**src/rtl/ohct_pkg.sv**
```systemverilog
// Package for the oriented hull collision test unit.
// CORDIC angle table, gain constant and shared types. No dependencies.
package ohct_pkg;

    localparam int ANGLE_ITERATIONS = 16;
    localparam int NSTEP = (ANGLE_ITERATIONS < 24) ? ANGLE_ITERATIONS : 24;
    localparam int VW = 32;
    localparam int QDEPTH = 4;
    localparam int QAW = 2;

    localparam logic [2:0] REG_POS_X   = 3'd0;
    localparam logic [2:0] REG_POS_Z   = 3'd1;
    localparam logic [2:0] REG_LENGTH  = 3'd2;
    localparam logic [2:0] REG_WIDTH   = 3'd3;
    localparam logic [2:0] REG_HEADING = 3'd4;

    function automatic logic [31:0] atan_turn(input int i);
        case (i)
            0: atan_turn = 32'h20000000;  1: atan_turn = 32'h12E4051E;
            2: atan_turn = 32'h09FB385B;  3: atan_turn = 32'h051111D4;
            4: atan_turn = 32'h028B0D43;  5: atan_turn = 32'h0145D7E1;
            6: atan_turn = 32'h00A2F61E;  7: atan_turn = 32'h00517C55;
            8: atan_turn = 32'h0028BE53;  9: atan_turn = 32'h00145F2F;
            10: atan_turn = 32'h000A2F98; 11: atan_turn = 32'h000517CC;
            12: atan_turn = 32'h00028BE6; 13: atan_turn = 32'h000145F3;
            14: atan_turn = 32'h0000A2FA; 15: atan_turn = 32'h0000517D;
            16: atan_turn = 32'h000028BE; 17: atan_turn = 32'h0000145F;
            18: atan_turn = 32'h00000A30; 19: atan_turn = 32'h00000518;
            20: atan_turn = 32'h0000028C; 21: atan_turn = 32'h00000146;
            22: atan_turn = 32'h000000A3; 23: atan_turn = 32'h00000051;
            default: atan_turn = 32'h0;
        endcase
    endfunction

    function automatic logic [63:0] isqrt64(input logic [63:0] n_in);
        logic [63:0] n, r, b;
        n = n_in;
        r = 64'd0;
        b = 64'd1 << 62;
        for (int k = 0; k < 32; k++) begin
            if (b != 0 && b <= n_in) begin
                if (n >= r + b) begin
                    n = n - (r + b);
                    r = (r >> 1) + b;
                end else begin
                    r = r >> 1;
                end
            end
            b = b >> 2;
        end
        return r;
    endfunction

    function automatic logic [63:0] calc_gain();
        logic [63:0] g;
        g = 64'd1 << 60;
        for (int i = 0; i < NSTEP; i++) g = g + (g >> (2 * i));
        return (isqrt64(g) + (64'd1 << 13)) >> 14;
    endfunction

    localparam logic [63:0] GAIN_Q16 = calc_gain();
    localparam logic [17:0] GAIN = GAIN_Q16[17:0];

    typedef struct packed {
        logic signed [VW-1:0] x;
        logic signed [VW-1:0] y;
        logic [15:0]          h_own;
        logic [15:0]          h_oth;
        logic [15:0]          own_len;
        logic [15:0]          own_wid;
        logic [15:0]          oth_len;
        logic [15:0]          oth_wid;
        logic [37:0]          dist2;
        logic                 near;
        logic                 last;
    } ohct_item_t;

endpackage

```
**src/rtl/ohct_queue.sv**
```systemverilog
// Short FIFO between front and back ends.
// Depends on ohct_pkg.
module ohct_queue (
    input  logic                 aclk,
    input  logic                 aresetn,
    input  logic                 in_valid,
    output logic                 in_ready,
    input  ohct_pkg::ohct_item_t in_item,
    output logic                 out_valid,
    input  logic                 out_ready,
    output ohct_pkg::ohct_item_t out_item
);
    import ohct_pkg::*;

    ohct_item_t       mem [QDEPTH];
    logic [QAW-1:0]   wp_reg, rp_reg;
    logic [QAW:0]     cnt_reg;
    logic             wr, rd;

    assign in_ready = cnt_reg != QDEPTH[QAW:0];
    assign out_valid = cnt_reg != '0;
    assign out_item = mem[rp_reg];
    assign wr = in_valid && in_ready;
    assign rd = out_valid && out_ready;

    always_ff @(posedge aclk) begin
        if (!aresetn) begin
            wp_reg <= '0;
            rp_reg <= '0;
            cnt_reg <= '0;
        end else begin
            if (wr) wp_reg <= wp_reg + 1'b1;
            if (rd) rp_reg <= rp_reg + 1'b1;
            cnt_reg <= cnt_reg + (QAW+1)'(wr) - (QAW+1)'(rd);
        end
        if (wr) mem[wp_reg] <= in_item;
    end

`ifndef SYNTHESIS
    a_no_overflow: assert property (@(posedge aclk) disable iff (!aresetn)
        cnt_reg <= QDEPTH[QAW:0]) else $error("queue overflow");
    a_full_stall: assert property (@(posedge aclk) disable iff (!aresetn)
        (cnt_reg == QDEPTH[QAW:0] && !rd) |=> !in_ready) else $error("full flag");
    a_cnt_step: assert property (@(posedge aclk) disable iff (!aresetn)
        (wr && !rd) |=> cnt_reg == $past(cnt_reg) + 1'b1) else $error("count");
`endif
endmodule

```
**config.mk**
```make
export PLATFORM = sky130hd
export DESIGN_NAME = ohct_queue
export DESIGN_NICKNAME = d
export VERILOG_FILES = /design/src/rtl/ohct_pkg.sv /design/src/rtl/ohct_queue.sv
export SDC_FILE = /design/constraint.sdc
export NUM_CORES = 1
export LEC_CHECK = 0
export BUFFER_PORTS_ARGS = -buffer_cell sky130_fd_sc_hd__buf_2
export CAP_MARGIN = 20
export CORE_MARGIN = 10
export CORE_UTILIZATION = 25
export CTS_CLUSTER_DIAMETER = 200
export DETAILED_ROUTE_END_ITERATION = 6
export GPL_TIMING_DRIVEN = 1
export PLACE_DENSITY_LB_ADDON = 0.3
export SETUP_SLACK_MARGIN = 0.3
export SLEW_MARGIN = 20
export SYNTH_ARGS = -nofsm -noshare
export SYNTH_HDL_FRONTEND = slang
export SYNTH_SLANG_ARGS = --single-unit
```
**constraint.sdc**
```tcl
create_clock -name aclk -period 9.2 [get_ports aclk]
set_clock_uncertainty 0.2 [all_clocks]
set_input_delay 0.92 -clock aclk [delete_from_list [all_inputs] [get_ports aclk]]
set_output_delay 0.92 -clock aclk [all_outputs]
set_load 0.01 [all_outputs]
```
# == Word-level counts from Yosys, hierarchy flattened ==
# Memories as Yosys holds them, arrays and structs flattened. A register that Yosys moved wholly into a read port is not among the register bits.
# Cells that the tools add are included.
# word_totals
regBits,7
latchBits,0
mem_bits_rw,800
mem_bits_ro,0
input_bits,204
output_inout_bits,202
wordCells,16
mem_count,1
# op_classes
add_sub_neg,4
n_mul,0
n_div,0
n_lt_le_gt_ge,0
eq_ne,1
n_shift,0
n_mux,4
n_bitwise,0
n_reduce_logical,3
# mem_list
memory,words,width,read_ports,rd_clocked_by_memory_dff,write_ports,line,text
mem,4,200,1,1,1,ohct_queue.sv:15,ohct_item_t mem [QDEPTH];
# op_table
operator,n
2-bit by 1-bit adder with 2-bit output (second input constant),2
2-bit 2-to-1 mux,2
3-bit by 1-bit adder with 3-bit output,1
3-bit inequality test (second input constant),1
3-bit nonzero test,1
3-bit by 1-bit subtractor with 3-bit output,1
1-bit logical AND,2
1-bit 2-to-1 mux,2

# == Logic depth before layout (Yosys ltp) ==
# depth
ltp_word,4
depth_mapped,11
depth_no_buf,11

# == Worst setup path before layout ==
# Ideal clock, no wire load.
# synth_path
path_kind,input to register
startpoint,in in_valid
endpoint,"mem mem[0][0] (netlist bit), enable pin"
setup_time_ns,0.585
arrival_ns,5.904
t_required_ns,8.415
slack_ns,2.511
cell_stages,2
path_buffers,0
cell_sequence,a21boi_1 > and2_1
# synth_between
elab_chain_len,3
# synth_lines
item,line,text
"start, declared",ohct_queue.sv:6,"input logic in_valid,"
1-bit logical AND,ohct_queue.sv:23,assign wr = in_valid && in_ready;
1-bit 2-to-1 mux,ohct_queue.sv:36,if (wr) mem[wp_reg] <= in_item;
1-bit 2-to-1 mux (implied by the code),ohct_queue.sv:36,
"end, declared",ohct_queue.sv:15,
# Every way passes these cells.

==> results by group <==
CTS
  • Skew-Pair Late Insertion Delay: 0.64 ns
  • # hold bufs at CTS: 0
  • Post-CTS Setup Bufs: 0
  • CTS resizes: 0
  • Clk buf depth: 3
  • Root Driver: clkbuf_16
  • Clk slew on worst S/H paths: 0.06 ns
  • CTS tree: done
  • TritonCTS Buffers: 90
  • # H-tree levels: 3
  • Clock tree sinks: 809

Synth
  • Xor/xnor share of the synthesized area: 0.119%
  • Synth top area share: 81.8%
  • Synth unique cells: 19
  • Main combinational cell family by area after synthesis: multiplexers
  • #FFs+latches synth: 809
  • Post-synth EDFFs: 800
  • Top FF cell, synth: edfxtp_1
  • Ys async rst share: 0%
  • Synth area leader: edfxtp_1
  • Syn avg cell area: 26.9 µm²
  • Synth warn: 0
  • Post-synthesis adder-cell area fraction: 0.324%
  • Post-Synth Simple-Gate Area: 0.311%
  • Post-synthesis mux area share: between 15 and 20%
  • Area contributors post-synth: edfxtp_1, mux4_2, buf_6
  • Compound-Gate Fraction of Synth Area: 0.0853%
  • Cells after Synth: 1092
  • Cell area after synthesis: between 20000 and 30000 µm²
  • Syn nets: around 1300
  • Seq/Total Area, Yosys: 82.5%

Final layout
  • Area of the multi-input gates: 4780 µm²
  • Storage cell area: between 20000 and 25000 µm²
  • Layout area overhead: 23.2%
  • Nets@finish: 1768
  • Share of cells above drive strength 1: 46.4%
  • Cell Count, Final, Fillers Out: around 3200
  • Fin area: 36200 µm²
  • Largest register FFs: 800
  • Fill cell count: 11269

Drt
  • Pre-antenna DRT Iters: 4
  • DRC: 0
  • DR iter-0 viols: 797
  • Vias per cell: about 4.2
  • Antenna-violating nets left: 0
  • Routed wire length: 66500 µm
  • Via count: 13232
  • WL per Instance: between 20 and 25 µm

Worst setup path
  • Slowest stage cell, crit path: dfxtp_4
  • Crit-path cells: buf_4, buf_4, mux4_2, buf_2
  • Data required, critical path: 8.08 ns
  • Critical Path Most Common Cell: buf_4
  • Endpoint class of the critical path: output pin
  • Kind of critical path: flop to output pin
  • Worst Path Arrival: between 3 and 4 ns
  • CP Launch Type: flop
  • Slowest stage delay, CP: a little over 0.9 ns
  • Worst Path Max Fanout: 57

Timing
  • Setup TNS: 0 ns
  • Final Max Slew Viols: 0
  • Crit share post-route: 51.2%
  • Setup Viol. Count Final: 0
  • RSZ-0062 raised after global routing: false
  • Hold Vio Cnt, Final: 0
  • Slew @ Worst Pin: 1.12 ns
  • Tmin final: 4.71 ns
  • Slew headroom: 25.0%
  • Fmax achieved: 212 MHz

Power
  • Total power: 10300 µW
  • Leakage power: 0.0118 µW
  • Worst VDD drop: around 0.20 mV
  • P per Cell Area: 285 nW/µm²

Die
  • Core Area: 116000 µm²
  • Initial Util: ~25%
  • Die ar.: 132000 µm²
  • Die Wd: 363 µm
  • Rows: 125
  • Io pins: 406
  • Die Height: roughly 360 µm

Global route
  • GRT Util Overall: 9.90%
  • Largest net degree at the start of global routing: 109
  • First-pass GRT wire length: 97800 µm
  • GR Overflow Total: 0
  • Vias in the first global route: ~14000
  • Initial antenna violation count: 30

Place
  • RePlAce Congestion: 0.704
  • Total placed cells including tap cells: 2989
  • IO Port Bufs: 405
  • Detailed placement HPWL: 40500 µm
  • Post-Place Cell Area: 33100 µm²

Outcome
  • Outcome: complete, no violations

Flow run
  • Max-Cap Viols: 0

Min path
  • Worst Hold Class: primary input to flop
critical path: cells and delay by family (launching register included):
| family | cells | cell delay (ns) |
|---|---|---|
| buffers and inverters | 3 | 1.43 |
| DFF | 1 | 0.93 |
| muxes | 1 | 0.43 |
power by group:
part | total [µW] | switching (µW) | internal (µW)
sequential | 4580 | 109 | 4470
combinational | 2080 | 1150 | 934
clock | 3650 | 1460 | 2180
logic make-up (layout without fill, tap and decap cells):
kind of cell             count (synthesis)  after routing
multiplexers                           202            202
flip-flops                             809            809
AO/OA/AOI/OAI                            3              3
buffers and inverters                   50            592
XOR/XNOR                                 4              4
other                                    0              6
AND/OR/NAND/NOR                         17             17
adder cells (fa/ha/maj)                  7              7
final timing paths:
check | startpoint | endpoint | slack [ns] | depth (start not counted)
min | in_item[191] | mem[3][191] | 0.26 | 1
max reg2reg | cnt_reg[1] | mem[0][60] | 5.81 | 4
max | flop | out_item[33] | 4.49 | 4
min reg2reg | wp_reg[1] | wp_reg[1] | 0.31 | 2
Yosys cell counts (2+ instances only):
cell type	number
dfxtp_1	9
xnor2_1	4
buf_2	20
nor2b_1	3
mux4_2	200
mux2i_1	2
edfxtp_1	800
ha_1	6
clkbuf_1	3
and2_1	7
nand2_1	5
buf_6	22
inv_1	5
metrics by stage:
step | setup slack, ns | hold slack, ns | util, %
after floorplan | 2.51 | 0.268 | -
after global placement | 5.06 | 0.277 | 28.5
after detailed placement | 5.05 | 0.301 | 28.5
after CTS | 4.30 | 0.186 | 31.1
after global routing | 4.24 | 0.214 | 31.1
final | 4.49 | 0.263 | 31.1
placed cells by master, fill, tap and decap left out, types with 2 or more instances in the layout:
cell type   Yosys  final
buf_2          20    405
and2_4          0      4
mux2i_1         2      2
nor2b_1         3      3
inv_16          0      4
ha_1            6      6
buf_12          0      6
nand2_1         5      5
clkinv_2        0     19
dfxtp_1         9      7
mux4_2        200    200
and2_1          7      3
xnor2_1         4      4
dfxtp_4         0      2
diode_2         0      6
clkbuf_1        3     22
clkinv_8        0      2
clkinv_1        0     13
clkbuf_16       0     91
bufinv_16       0     12
inv_1           5      5
edfxtp_1      800    800
buf_4           0      7
clkinvlp_4      0      3
layer usage:
metal | global-route usage, % | share of wire (%) | up-vias
li1 | - | - | 5696
met4 | 3.32 | 2.6 | 46
met3 | 4.18 | 9.2 | 163
met2 | 16.0 | 49 | 407
met5 | 0 | 0.46 | -
met1 | 11.9 | 39 | 6920
final cells by class:
type	count	area share (%)
clock buffers	114	6.56
inverters	5	0.0519
well taps	1524	5.27
flip-flops and latches	809	66.9
multi-input cells	233	13.2
repair buffers	418	6.08
clock inverters	55	1.82
diodes	6	0.0415
No activity file was read; power rests on OpenSTA's default activity.
